<file path="src/hdl/fls_pkg.sv">
// ----------------------------------------------------------------------------
// fls_pkg
// Shared types and codes for the free-list stack slot allocator.
// ----------------------------------------------------------------------------
package fls_pkg;

	localparam int IDX_W   = 6;
	localparam int COUNT_W = 7;
	localparam int STAT_W  = 2;

	localparam logic MODE_ALLOC = 1'b0;
	localparam logic MODE_FREE  = 1'b1;

	localparam logic [STAT_W-1:0] STAT_DONE    = 2'd0;
	localparam logic [STAT_W-1:0] STAT_IGNORED = 2'd1;
	localparam logic [STAT_W-1:0] STAT_FAIL    = 2'd2;

	typedef enum logic [2:0] {
		S_IDLE,
		S_EVAL,
		S_READ,
		S_PUSH,
		S_FINISH
	} fls_state_t;

	// Outcome of a captured request, decided against the current depth.
	typedef enum logic [1:0] {
		CLS_IGNORE,
		CLS_ERROR,
		CLS_ALLOC,
		CLS_FREE
	} fls_cls_t;

	typedef struct packed {
		logic capture;
		logic eval;
		logic read_done;
		logic push;
		logic load_out;
	} fls_cmd_t;

	typedef struct packed {
		fls_cls_t cls;
		logic     push_last;
		logic     out_room;
	} fls_stat_t;

endpackage

</file>
<file path="src/hdl/fls_ctrl.sv">
// ----------------------------------------------------------------------------
// fls_ctrl
// Sequencer for the allocator: accepts a request, steps the datapath
// through evaluation, the stack read or the push loop, and hands off.
// ----------------------------------------------------------------------------
module fls_ctrl (
	input  logic              clk,
	input  logic              arst_n,
	input  logic              req_valid,
	output logic              req_ready,
	input  fls_pkg::fls_stat_t stat,
	output fls_pkg::fls_cmd_t  cmd
);
	import fls_pkg::*;

	fls_state_t state_q;
	fls_state_t state_d;

	always_ff @(posedge clk or negedge arst_n) begin
		if (!arst_n) begin
			state_q <= S_IDLE;
		end else begin
			state_q <= state_d;
		end
	end

	always_comb begin
		state_d = state_q;
		case (state_q)
			S_IDLE: begin
				if (req_valid) begin
					state_d = S_EVAL;
				end
			end
			S_EVAL: begin
				case (stat.cls)
					CLS_ALLOC: state_d = S_READ;
					CLS_FREE:  state_d = S_PUSH;
					default:   state_d = S_FINISH;
				endcase
			end
			S_READ: begin
				state_d = S_FINISH;
			end
			S_PUSH: begin
				if (stat.push_last) begin
					state_d = S_FINISH;
				end
			end
			S_FINISH: begin
				if (stat.out_room) begin
					state_d = S_IDLE;
				end
			end
			default: begin
				state_d = S_IDLE;
			end
		endcase
	end

	always_comb begin
		cmd       = '0;
		req_ready = 1'b0;
		case (state_q)
			S_IDLE: begin
				req_ready   = 1'b1;
				cmd.capture = req_valid;
			end
			S_EVAL:   cmd.eval      = 1'b1;
			S_READ:   cmd.read_done = 1'b1;
			S_PUSH:   cmd.push      = 1'b1;
			S_FINISH: cmd.load_out  = stat.out_room;
			default: begin
				cmd = '0;
			end
		endcase
	end

endmodule

</file>
<file path="src/hdl/fls_datapath.sv">
// ----------------------------------------------------------------------------
// fls_datapath
// Free stack memory, depth and low-water mark, request registers and
// the output register.
// ----------------------------------------------------------------------------
module fls_datapath #(
	parameter int POOL_SLOTS = 64
) (
	input  logic                          clk,
	input  logic                          arst_n,
	input  fls_pkg::fls_cmd_t             cmd,
	output fls_pkg::fls_stat_t            stat,
	input  logic                          mode,
	input  logic [fls_pkg::COUNT_W-1:0]   slot_count,
	input  logic [fls_pkg::IDX_W-1:0]     base_slot,
	input  logic                          base_is_null,
	output logic                          rsp_valid,
	input  logic                          rsp_ready,
	output logic [fls_pkg::IDX_W-1:0]     granted_slot,
	output logic [fls_pkg::STAT_W-1:0]    status,
	output logic [fls_pkg::COUNT_W-1:0]   free_left
);
	import fls_pkg::*;

	localparam int AW = (POOL_SLOTS > 1) ? $clog2(POOL_SLOTS) : 1;
	localparam int DW = $clog2(POOL_SLOTS + 1);
	localparam int SW = ((DW > COUNT_W) ? DW : COUNT_W) + 1;

	logic [IDX_W-1:0] mem [POOL_SLOTS];
	logic [IDX_W-1:0] rdata_q;

	logic               mode_q;
	logic [COUNT_W-1:0] cnt_q;
	logic [IDX_W-1:0]   base_q;
	logic               null_q;

	logic [DW-1:0] depth_q;
	logic [DW-1:0] low_q;
	logic          use_orig_q;

	logic [IDX_W-1:0]  res_slot_q;
	logic [STAT_W-1:0] res_status_q;

	logic              rsp_valid_q;
	logic [IDX_W-1:0]  granted_q;
	logic [STAT_W-1:0] status_q;
	logic [COUNT_W-1:0] free_left_q;

	logic [SW-1:0]       n_ext;
	logic [SW-1:0]       d_ext;
	logic [SW-1:0]       diff;
	logic [DW-1:0]       new_depth;
	logic [DW+IDX_W-1:0] depth_wide;
	logic [DW+COUNT_W-1:0] depth_left;
	logic [IDX_W-1:0]    depth_idx;
	fls_cls_t            cls;
	logic                rd_en;

	assign n_ext      = SW'(cnt_q);
	assign d_ext      = SW'(depth_q);
	assign diff       = d_ext - n_ext;
	assign new_depth  = diff[DW-1:0];
	assign depth_wide = {{IDX_W{1'b0}}, depth_q};
	assign depth_idx  = depth_wide[IDX_W-1:0];
	assign depth_left = {{COUNT_W{1'b0}}, depth_q};

	always_comb begin
		if (mode_q == MODE_ALLOC) begin
			if (cnt_q == '0) begin
				cls = CLS_IGNORE;
			end else if (n_ext > d_ext) begin
				cls = CLS_ERROR;
			end else begin
				cls = CLS_ALLOC;
			end
		end else begin
			if (cnt_q == '0 || null_q) begin
				cls = CLS_IGNORE;
			end else if (d_ext + n_ext > SW'(POOL_SLOTS)) begin
				cls = CLS_ERROR;
			end else begin
				cls = CLS_FREE;
			end
		end
	end

	assign rd_en          = cmd.eval && (cls == CLS_ALLOC);
	assign stat.cls       = cls;
	assign stat.push_last = (cnt_q == COUNT_W'(1));
	assign stat.out_room  = !rsp_valid_q || rsp_ready;

	// Stack memory: one push per cycle, one registered read per allocate.
	always_ff @(posedge clk) begin
		if (cmd.push) begin
			mem[depth_q[AW-1:0]] <= base_q;
		end
		if (rd_en) begin
			rdata_q <= mem[new_depth[AW-1:0]];
		end
	end

	always_ff @(posedge clk) begin
		if (cmd.capture) begin
			mode_q <= mode;
			cnt_q  <= slot_count;
			base_q <= base_slot;
			null_q <= base_is_null;
		end else if (cmd.push) begin
			cnt_q  <= cnt_q - COUNT_W'(1);
			base_q <= base_q + IDX_W'(1);
		end
	end

	// Entries below the lowest depth ever reached have never been pushed,
	// so the memory holds nothing valid there and they are produced from the index.
	always_ff @(posedge clk or negedge arst_n) begin
		if (!arst_n) begin
			depth_q <= DW'(POOL_SLOTS);
			low_q   <= DW'(POOL_SLOTS);
		end else begin
			if (rd_en) begin
				depth_q <= new_depth;
				if (new_depth < low_q) begin
					low_q <= new_depth;
				end
			end else if (cmd.push) begin
				depth_q <= depth_q + DW'(1);
			end
		end
	end

	always_ff @(posedge clk) begin
		if (rd_en) begin
			use_orig_q <= (new_depth < low_q);
		end
		if (cmd.eval) begin
			res_slot_q <= '0;
			case (cls)
				CLS_IGNORE: res_status_q <= STAT_IGNORED;
				CLS_ERROR:  res_status_q <= STAT_FAIL;
				default:    res_status_q <= STAT_DONE;
			endcase
		end else if (cmd.read_done) begin
			res_slot_q <= use_orig_q ? depth_idx : rdata_q;
		end
	end

	always_ff @(posedge clk or negedge arst_n) begin
		if (!arst_n) begin
			rsp_valid_q <= 1'b0;
		end else if (cmd.load_out) begin
			rsp_valid_q <= 1'b1;
		end else if (rsp_ready) begin
			rsp_valid_q <= 1'b0;
		end
	end

	always_ff @(posedge clk) begin
		if (cmd.load_out) begin
			granted_q   <= res_slot_q;
			status_q    <= res_status_q;
			free_left_q <= depth_left[COUNT_W-1:0];
		end
	end

	assign rsp_valid    = rsp_valid_q;
	assign granted_slot = granted_q;
	assign status       = status_q;
	assign free_left    = free_left_q;

endmodule

</file>
<file path="src/hdl/free_list_stack_slot_allocator_core.sv">
// ----------------------------------------------------------------------------
// free_list_stack_slot_allocator_core
// Slot pool managed by a stack of free slot indices: allocate and free.
// ----------------------------------------------------------------------------
//   channel | direction | handshake            | payload
//   req     | in        | req_valid/req_ready  | mode, slot_count, base_slot,
//           |           |                      | base_is_null
//   rsp     | out       | rsp_valid/rsp_ready  | granted_slot, status, free_left
//
// An allocate runs from acceptance to the response register through
// evaluate, registered stack read and finish. A free pushes one stack
// entry per cycle, one per slot of slot_count, between evaluate and finish.
// Ignored and failed requests go from evaluate to finish. No clearing pass
// follows reset: a low-water mark on the depth stands in for the initial
// stack contents. A new request is taken while the previous response waits;
// a stalled response holds the sequencer only when the next one is ready.
// ----------------------------------------------------------------------------
module free_list_stack_slot_allocator_core #(
	parameter int POOL_SLOTS = 64
) (
	input  logic                        clk,
	input  logic                        arst_n,
	input  logic                        req_valid,
	output logic                        req_ready,
	input  logic                        mode,
	input  logic [fls_pkg::COUNT_W-1:0] slot_count,
	input  logic [fls_pkg::IDX_W-1:0]   base_slot,
	input  logic                        base_is_null,
	output logic                        rsp_valid,
	input  logic                        rsp_ready,
	output logic [fls_pkg::IDX_W-1:0]   granted_slot,
	output logic [fls_pkg::STAT_W-1:0]  status,
	output logic [fls_pkg::COUNT_W-1:0] free_left
);
	import fls_pkg::*;

	fls_cmd_t  cmd;
	fls_stat_t stat;

	fls_ctrl u_ctrl (
		.clk       (clk),
		.arst_n    (arst_n),
		.req_valid (req_valid),
		.req_ready (req_ready),
		.stat      (stat),
		.cmd       (cmd)
	);

	fls_datapath #(
		.POOL_SLOTS (POOL_SLOTS)
	) u_datapath (
		.clk          (clk),
		.arst_n       (arst_n),
		.cmd          (cmd),
		.stat         (stat),
		.mode         (mode),
		.slot_count   (slot_count),
		.base_slot    (base_slot),
		.base_is_null (base_is_null),
		.rsp_valid    (rsp_valid),
		.rsp_ready    (rsp_ready),
		.granted_slot (granted_slot),
		.status       (status),
		.free_left    (free_left)
	);

	// A request just taken is still being worked on in the next cycle.
	a_busy_after_accept: assert property (@(posedge clk) disable iff (!arst_n)
		(req_valid && req_ready) |=> !req_ready)
		else $error("request accepted while previous one still in flight");

	// Only a successful request hands out a slot.
	a_no_slot_on_reject: assert property (@(posedge clk) disable iff (!arst_n)
		(rsp_valid && status != STAT_DONE) |-> (granted_slot == '0))
		else $error("granted slot nonzero on ignored or failed request");

	// A waiting response is never overwritten.
	a_no_overwrite: assert property (@(posedge clk) disable iff (!arst_n)
		cmd.load_out |-> (!rsp_valid || rsp_ready))
		else $error("response register loaded while previous response pending");

endmodule
</file>
<file path="config.mk">
export PLATFORM = sky130hd
export DESIGN_NAME = free_list_stack_slot_allocator_core
export DESIGN_NICKNAME = d
export VERILOG_FILES = /design/src/hdl/fls_pkg.sv /design/src/hdl/fls_ctrl.sv /design/src/hdl/fls_datapath.sv /design/src/hdl/free_list_stack_slot_allocator_core.sv
export SDC_FILE = /design/constraint.sdc
export NUM_CORES = 1
export LEC_CHECK = 0
export BUFFER_PORTS_ARGS = -buffer_cell sky130_fd_sc_hd__buf_2
export CORE_ASPECT_RATIO = 0.6
export CORE_MARGIN = 1
export CORE_UTILIZATION = 50
export CTS_BUF_LIST = sky130_fd_sc_hd__clkbuf_4
export DETAILED_ROUTE_END_ITERATION = 8
export GPL_TIMING_DRIVEN = 0
export PLACE_DENSITY = 0.75
export SETUP_SLACK_MARGIN = 0.02
export SLEW_MARGIN = 20
export SYNTH_ARGS = -nofsm -noshare
export SYNTH_HDL_FRONTEND = slang
export SYNTH_SLANG_ARGS = --single-unit
</file>
<file path="constraint.sdc">
create_clock -name clk -period 3.2 [get_ports clk]
set_input_delay 0.64 -clock clk [delete_from_list [all_inputs] [get_ports clk]]
set_output_delay 0.64 -clock clk [all_outputs]
set_load 0.05 [all_outputs]
</file>
==> results of run 1 <==
-- synthesized netlist by cell type, types with 14 or more instances --
| library cell | count |
|---|---|
| clkbuf_1 | 23 |
| xnor2_1 | 14 |
| edfxtp_1 | 423 |
| dfrtp_1 | 16 |
| ha_1 | 24 |
| mux2i_1 | 27 |
| inv_1 | 27 |
| mux4_2 | 109 |
| o21ai_0 | 17 |
| nand2_1 | 35 |
| nor2_1 | 93 |
| buf_2 | 14 |
-- through the flow --
stage | area [µm²] | setup WS, ns | hold slack, ns
after floorplan | 18400 | 0.0406 | 0.344
after global placement | 19200 | -0.942 | 0.407
after detailed placement | 19500 | -0.996 | 0.417
after CTS | 21100 | -0.00635 | 0.0690
after global routing | 21200 | -0.0275 | 0.0939
final | 21200 | -0.000942 | 0.114
-- area by class of cell --
class                   count  share of cell area
well taps                 467              0.0276
inverters                  28             0.00496
plain buffers              44              0.0162
multi-input cells         425               0.230
flip-flops and latches    447               0.627
clock inverters            35              0.0103
repair buffers             84              0.0341
clock buffers             142              0.0503
-- registers in the layout (all words and copies together), names as in the netlist --
register / flops
u_datapath.free_left: 7
u_datapath.low_q: 7
u_datapath.granted_slot: 6
u_datapath.mode_q: 1
u_datapath.use_orig_q: 1
u_datapath.res_status_q: 2
u_datapath.status: 2
u_datapath.rsp_valid: 1
u_datapath.base_q: 6
u_datapath.cnt_q: 7
u_datapath.mem: 384
u_datapath.res_slot_q: 6
u_datapath.null_q: 1
u_datapath.rdata_q: 6
u_ctrl.state_q: 3
u_datapath.depth_q: 7
-- cell families (layout without fill, tap and decap cells) --
logic type | count (synthesis) | after routing | synth area share
AOI/OAI and AO/OA | 54 | 54 | 0.0197
buffers and inverters | 73 | 333 | 0.0182
muxes | 155 | 155 | 0.170
xor gates and xnor gates | 23 | 23 | 0.0124
DFF | 447 | 447 | 0.722
adders and majority gates | 26 | 26 | 0.0185
and+or+nand+nor | 167 | 167 | 0.0393
-- per-layer routing --
| metal | routed length, µm | up-vias |
|---|---|---|
| met5 | 78 | - |
| met4 | 410 | 2 |
| met3 | 5450 | 50 |
| met2 | 17300 | 590 |
| met1 | 18300 | 5013 |
| li1 | - | 4211 |
-- power groups by stage --
stage / combinational, µW / sequential [µW] / clock, µW
global route: 13100 / 7860 / 4820
global placement: 9950 / 8530 / 0
finish: 12500 / 7820 / 4490
floorplan: 6990 / 8310 / 0
CTS: 11900 / 7820 / 4540
detailed placement: 11000 / 7960 / 0
-- repair_timing --
| item | CTS | global route |
|---|---|---|
| buffers inserted | 15 | 13 |
| setup endpoints to repair | 14 | 13 |
| pin swaps | 7 | 9 |
| hold buffers | 3 | 0 |
| hold endpoints to repair | 18 | 0 |
| resized for setup | 46 | 14 |
-- critical path, stage by stage (launching register included) --
cell	delay (ns)
dfrtp_2	0.41
inv_2	0.08
ha_4	0.14
inv_2	0.03
fa_2	0.55
buf_8	0.16
buf_12	0.15
clkbuf_16	0.16
mux4_2	0.35
mux4_2	0.55
mux2i_2	0.22
mux2i_1	0.13
-- path summary, 6_finish.rpt --
check                                        endpoint                       start  slack (ns)  cells after the start
worst max-delay path            u_datapath.rdata_q[0]       u_datapath.depth_q[0]     -0.0009                     11
worst min-delay path              u_datapath.cnt_q[2]               slot_count[2]        0.11                      3
worst max register to register  u_datapath.rdata_q[0]       u_datapath.depth_q[0]     -0.0009                     11
worst min register to register   u_datapath.status[1]  u_datapath.res_status_q[1]        0.43                      0
max in group asynchronous       u_datapath.depth_q[0]                      arst_n        2.52                      2
min in group asynchronous       u_datapath.depth_q[5]                      arst_n        0.32                      2
==> impl_metrics.toml, run 1 <==
[layout]
multiInputGateArea_um2 = 4870
layout_commonest_cell = "edfxtp_1"
instances_no_fill = 1672
drive_gt1_frac = 0.346
final_nets = 1172
syn_to_final_growth_pct = 15.3
final_cell_mix = "edfxtp_1 (423), clkbuf_4 (149), mux4_2 (114)"
diodes = 0
fillers = 2515
seqCellArea_um2 = 13300
fin_util = 0.595

[clock_tree]
root_buffer = "clkbuf_4"
cts_sinks = 447
clkTransAtPathRegs_ns = 0.09
cts_max_level = 3
clkLatencyLatePin_ns = 0.82
cts_buffer_depth = 3
cts_tree = "done"
cts_buffers = 97

[placement]
place_congestion = 0.874
hpwl_um = 28300
port_buffers = 35
dp_cells = 1465

[die]
die_h_um = 151
ios = 36
rows = 53
core_um2 = 35600
die_area_um2 = 37600
die_w_um = 250
start_util = 0.516

[logic_synthesis]
synth_nets = 990
syn_area_um2 = 18400
syn_inst = 945
synth_seq_area_share = 0.722
yosys-top-cells-area = "edfxtp_1 (69%), mux4_2 (13%), dfrtp_1 (2.2%)"
synth_top_area_share = 0.691
ys_types = 54
ys_ff_latch = 447
synth-edff-count = 423
async_reset_ff_frac = 0.0403
synth_top_area_cell = "edfxtp_1"
ys.flop_type = "edfxtp_1"
ys_warn_count = 0
post_synth.cell_area_avg_um2 = 19.5

[global_routing]
grt-busiest-layer = "met1"
grt_pass1_vias = 9664
grt_pass1_wl_um = 60900
met2_usage = 0.300
track_usage = 0.227
grtUsageMet1 = 0.356
grt_overflow = 0
grtUsageMet3 = 0.0792
antenna_found_initial = 3
grt_max_degree = 27

[worst_setup_path]
required_ns = 3.74
worstPathMaxFanout = 8
cp-end-kind = "flop"
cp-start-kind = "flop"
critPathKind = "flop to flop"
worst_ep_arrival_time_ns = 3.74

[sta]
fin_ws_ns = -0.000942
period_share = 1.00
worst_pin_slew_ns = 0.854
relSlewSlack = 0.431
final_max_slew_viol_count = 0
max_freq_mhz = 312
setup_tns_ns = -0.000942
clock_skew_ns = 0.0435
rsz0062_at_grt = "true"
hold_viol = 0
setup_viol = 1
min_period_ns = 3.20

[power_and_ir_drop]
ir_drop_v = 0.000516
p_int_uw = 15700
share_comb_of_total_power = 0.503
switchingPower_uw = 9100
power.density_nw_per_um2 = 1170
p_leak_uw = 0.00726
power.share.clock = 0.181
p_sw_frac = 0.367
power_frac_seq = 0.316
report.power.total_uw = 24800

[detailed_routing]
via_count = 9866
drt_iter0_markers = 1254
wl_per_cell_um = 24.8
vias_per_cell = 5.90
routed_wl_um = 41500
dr.pass1.iters = 5
route.antenna.remaining_nets = 0
drcViolationCount = 0

[status]
outcome = "finished with violations"
violations = "negative setup slack"

[min_path]
worstHoldPathType = "input port to flop"

[flow_run]
max-cap-violations = 0
(Power assumes the default switching activity.)
==> inputs of run 2 (changes only) <==
--- a/config.mk
+++ b/config.mk
@@ -13,6 +13,7 @@
 export DETAILED_ROUTE_END_ITERATION = 8
 export GPL_TIMING_DRIVEN = 0
 export PLACE_DENSITY = 0.75
+export RECOVER_POWER = 100
 export SETUP_SLACK_MARGIN = 0.02
 export SLEW_MARGIN = 20
 export SYNTH_ARGS = -nofsm -noshare
==> run 2 against run 1 <==
Net effect:
- highest routed layer unchanged
- clock power about the same
- critical path type unchanged
- design area shrank 1.2%
- clock skew increased by 0.0056 ns
- the run still ends with negative setup slack left
- sequential share of layout area increased by 0.74 points
- cell count is essentially flat
==> impl_metrics.toml, run 2 (synthesized netlist as in run 1, its figures left out) <==
[worst_setup_path]
cp.buffers_inverters = 5
cp-end-kind = "flop"
required_ns = 3.74
cp_top_family = "multiplexers"
worstPathCellList = "inv_2 > ha_4 > inv_2 > fa_2 > buf_8 > buf_12 > clkbuf_16 > mux4_2 > mux4_2 > mux2i_2 > mux2i_1"
cp-start-kind = "flop"
critPathKind = "flop to flop"
worstPathMaxFanout = 8
cpPeakStageDelay_ns = 0.55
cp_slowest_cell = "fa_2"
worst_ep_arrival_time_ns = 3.75

[status]
violations = "negative setup slack"
outcome = "finished with violations"

[detailed_routing]
route.antenna.remaining_nets = 0
via_count = 9850
routed_wl_um = 41500
vias_per_cell = 5.89
dr.pass1.iters = 5
drcViolationCount = 0
drt_iter0_markers = 1282
wl_per_cell_um = 24.8

[sta]
final_max_slew_viol_count = 0
worst_pin_slew_ns = 1.37
max_freq_mhz = 312
min_period_ns = 3.21
fin_ws_ns = -0.00745
relSlewSlack = 0.0850
hold_viol = 0
setup_viol = 1
rsz0062_at_grt = "true"
clock_skew_ns = 0.0492
period_share = 1.00
hold_ws_ns = 0.112

[placement]
place_congestion = 0.874
dpl_cell_area_um2 = 19500
port_buffers = 35
place_ws_ns = -0.996
hpwl_um = 28300
dp_cells = 1465

[power_and_ir_drop]
power.density_nw_per_um2 = 1170
p_leak_uw = 0.00709
ir_drop_v = 0.000513

[clock_tree]
clkLatencyLatePin_ns = 0.82
cts_buffers = 97
cts_tree = "done"
cts_max_level = 3
cts_buffer_depth = 3
clkTransAtPathRegs_ns = 0.09
cts_sinks = 447
root_buffer = "clkbuf_4"

[global_routing]
grt_pass1_vias = 9664
antenna_found_initial = 3
grt_max_degree = 27
grt_pass1_wl_um = 60900
track_usage = 0.227
grt_overflow = 0

[die]
core_um2 = 35600
ios = 36
rows = 53
die_area_um2 = 37600
die_w_um = 250
die_h_um = 151
start_util = 0.516

[layout]
final_nets = 1172
instances_no_fill = 1673
fillers = 2559
design_area_um2 = 20900
layout_commonest_cell = "edfxtp_1"
drive_gt1_frac = 0.315
final_cell_mix = "edfxtp_1 (423), clkbuf_4 (150), mux4_2 (114)"
syn_to_final_growth_pct = 13.9
largest_reg_flops = 384

[flow_run]
max-cap-violations = 0

[min_path]
worstHoldPathType = "input port to flop"
-- run 2: changes by cell type in the layout (fill, tap and decap cells not counted), sizes merged --
| cell | delta |
|---|---|
| buf | -38 |
| clkbuf | +37 |
| diode | +1 |
| dlymetal6s4s | +1 |
-- run 2: routing by layer --
| metal | up-vias | global-route usage | wire (µm) |
|---|---|---|---|
| li1 | 4207 | - | - |
| met5 | - | 0.0156 | 78 |
| met2 | 591 | 0.300 | 17300 |
| met4 | 2 | 0.0506 | 345 |
| met1 | 5010 | 0.356 | 18400 |
| met3 | 40 | 0.0792 | 5370 |
-- run 2: layout make-up --
type                       instances  area, µm²  area share
antenna                            1       2.50    0.000119
inverter                          28        105     0.00502
sequential                       447      13300       0.634
tap                              467        584      0.0279
multi-input combinational        425       4860       0.232
buffer                            44        344      0.0164
clock buffer                     142       1070      0.0509
timing repair buffer              84        482      0.0230
clock inverter                    35        218      0.0104
-- run 2: worst reg2reg max path, cell delays in order (launching register included) --
cell and delay (ns):
dfrtp_2 0.41, inv_2 0.08, ha_4 0.14, inv_2 0.04
fa_2 0.55, buf_8 0.16, buf_12 0.16, clkbuf_16 0.17
mux4_2 0.35, mux4_2 0.54, mux2i_2 0.23, mux2i_1 0.13
-- run 2: power by group --
part           switching, µW  internal, µW  leakage (µW)
clock                   2200          2290      0.000760
sequential               301          7530       0.00410
combinational           6530          5600       0.00223
total                   9030         15400       0.00709
-- run 2: metrics by stage --
stage | utilization | TNS (ns) | total power (µW)
2_1_floorplan | - | 0 | 15300
3_3_place_gp | 0.539 | -8.76 | 18500
3_5_place_dp | 0.547 | -8.95 | 19000
4_1_cts | 0.592 | -0.00635 | 24300
5_1_grt | 0.588 | -0.207 | 25400
6_report | 0.588 | -0.00745 | 24400
-- run 2: what timing repair did --
action,in CTS,in global routing
hold buffers,3,0
setup buffers,15,13
gates resized for setup,46,14
endpoints found under the setup margin,14,13
endpoints found under the hold margin,18,0
pin swaps,7,9
-- run 2: worst paths after layout --
path | endpoint | slack [ns] | from | cells past startpoint
min reg2reg | u_datapath.status[1] | 0.43 | u_datapath.res_status_q[1] | 0
max reg2reg | u_datapath.rdata_q[0] | -0.007 | u_datapath.depth_q[0] | 11
max | u_datapath.rdata_q[0] | -0.007 | u_datapath.depth_q[0] | 11
max in group asynchronous | u_datapath.depth_q[0] | 1.86 | arst_n | 2
min in group asynchronous | u_datapath.depth_q[5] | 0.58 | arst_n | 2
min | u_datapath.base_q[4] | 0.11 | base_slot[4] | 3
==> inputs of run 3 (changes only) <==
--- a/config.mk
+++ b/config.mk
@@ -12,7 +12,7 @@
 export CTS_BUF_LIST = sky130_fd_sc_hd__clkbuf_4
 export DETAILED_ROUTE_END_ITERATION = 8
 export GPL_TIMING_DRIVEN = 0
-export PLACE_DENSITY = 0.75
+export PLACE_DENSITY_LB_ADDON = 0.15
 export RECOVER_POWER = 100
 export SETUP_SLACK_MARGIN = 0.02
 export SLEW_MARGIN = 20
==> run 3 against run 2 <==
Net effect:
- the flow still finishes with violations (negative setup slack)
- clock power increased by 4.7%
- power increased by 3.7%
- non-clock buffer count increased by 5
- setup slack got worse by 0.0072 ns
==> impl_metrics.toml, run 3 (synthesized netlist as in run 1, its figures left out) <==
[die]
die_w_um = 250
rows = 53
die_area_um2 = 37600
core_um2 = 35600
start_util = 0.516
die_h_um = 151
ios = 36

[flow_run]
max-cap-violations = 0

[layout]
layout_commonest_cell = "edfxtp_1"
design_area_um2 = 21100
drive_gt1_frac = 0.326
final_nets = 1180
largest_reg_flops = 384
final_cell_mix = "edfxtp_1 (423), clkbuf_4 (152), mux4_2 (118)"
syn_to_final_growth_pct = 14.7

[clock_tree]
root_buffer = "clkbuf_4"
cts_tree = "done"
cts_sinks = 447
cts_buffer_depth = 3
clkTransAtPathRegs_ns = 0.08
clkLatencyLatePin_ns = 0.81
cts_buffers = 100
cts_max_level = 3

[power_and_ir_drop]
power.density_nw_per_um2 = 1200
p_leak_uw = 0.00713
report.power.total_uw = 25300
ir_drop_v = 0.000593

[worst_setup_path]
cp-end-kind = "flop"
worstPathMaxFanout = 10
critPathKind = "flop to flop"
reg2reg_from = "u_datapath.depth_q[0]"
required_ns = 3.71
ff2ff_path_depth = 11
cp-startpoint = "u_datapath.depth_q[0]"
timing.rr.end = "u_datapath.rdata_q[4]"
worst_ep_arrival_time_ns = 3.73
r2r_slack_ns = -0.01
cp-start-kind = "flop"

[detailed_routing]
routed_wl_um = 42500
drt_iter0_markers = 1183
vias_per_cell = 5.79
route.antenna.remaining_nets = 0
dr.pass1.iters = 5
via_count = 9732
drcViolationCount = 0
wl_per_cell_um = 25.3

[global_routing]
antenna_found_initial = 3
grt_pass1_vias = 9344
grt_overflow = 0
grt_pass1_wl_um = 62100
grt_max_degree = 25
track_usage = 0.234

[placement]
port_buffers = 35
dpl_cell_area_um2 = 19500
hpwl_um = 28600
place_congestion = 0.813

[sta]
setup_viol = 1
hold_ws_ns = 0.102
fin_ws_ns = -0.0146
final_max_slew_viol_count = 0
worst_pin_slew_ns = 1.32
clock_skew_ns = 0.0427
period_share = 1.00
min_period_ns = 3.21
relSlewSlack = 0.117
max_freq_mhz = 311
rsz0062_at_grt = "true"
hold_viol = 0

[min_path]
worstHoldStart = "base_slot[1]"
whs_path_depth = 3
hold-path-endpoint = "u_datapath.base_q[1]"
worstHoldPathType = "input port to flop"

[status]
outcome = "finished with violations"
violations = "negative setup slack"
==> run 3: changes by cell type in the layout (fill, tap and decap cells not counted), sizes merged, moves of 2 or more <==
cell    delta
buf       +10
clkinv     -7
clkbuf     +5
inv        -3
diode      +2
==> run 3: routing by layer <==
metal / global-route usage / vias to the layer above / share of wire
met2: 0.294 / 475 / 0.40
met1: 0.383 / 4977 / 0.48
met5: 0 / - / 0
met3: 0.0773 / 60 / 0.11
met4: 0.0593 / 0 / 0.014
li1: - / 4220 / -
==> run 3: worst max-delay path, cell delays in order (launching register included) <==
cell     delay [ns]
dfrtp_2        0.42
inv_2          0.08
ha_4           0.13
inv_2          0.04
fa_2           0.56
buf_12         0.15
buf_12         0.12
buf_6          0.15
mux4_2         0.36
mux4_2         0.52
mux2i_2        0.26
mux2i_1        0.13
==> run 3: what timing repair did <==
item,CTS,global route
hold buffers,3,0
endpoints found under the hold margin,18,0
gates resized for setup,57,25
cloned,1,0
pin swaps,5,6
endpoints found under the setup margin,14,13
setup buffers,15,16
==> run 3: worst max path at each step <==
| stage | to | slack (ns) | cells past startpoint |
|---|---|---|---|
| final | u_datapath.rdata_q[4] | -0.01 | 11 |
| after global routing | u_datapath.rdata_q[1] | -0.08 | 11 |
| after CTS | u_datapath.rdata_q[1] | 0.007 | 11 |
| after detailed placement | u_datapath.rdata_q[5] | -1.02 | 12 |
| after global placement | u_datapath.rdata_q[1] | -0.96 | 12 |
| after floorplan | u_datapath.rdata_q[1] | 0.04 | 12 |
==> run 3: final cells by class <==
cell class | count | area [µm²]
Buffer | 43 | 384
Tap cell | 467 | 584
Timing Repair Buffer | 90 | 543
Antenna cell | 3 | 7.51
Inverter | 28 | 105
Clock inverter | 26 | 213
Fill cell | 2673 | 14500
Multi-Input combinational cell | 425 | 4850
Clock buffer | 151 | 1130
Sequential cell | 447 | 13300
==> run 3: report_power, final <==
group | switching (µW) | internal [µW] | total, µW
registers | 252 | 7530 | 7780
clock network | 2220 | 2470 | 4690
logic | 6830 | 6050 | 12900
total | 9300 | 16000 | 25300
==> run 3: per-stage QoR <==
| stage | setup slack, ns | util | cells | TNS (ns) |
|---|---|---|---|---|
| 2_1_floorplan | 0.0406 | - | 945 | 0 |
| 3_3_place_gp | -0.964 | 0.539 | 1447 | -9.59 |
| 3_5_place_dp | -1.02 | 0.548 | 1467 | -9.67 |
| 4_1_cts | 0.00674 | 0.596 | 1662 | 0 |
| 5_1_grt | -0.0793 | 0.592 | 1679 | -0.624 |
| 6_report | -0.0146 | 0.592 | 1680 | -0.0146 |
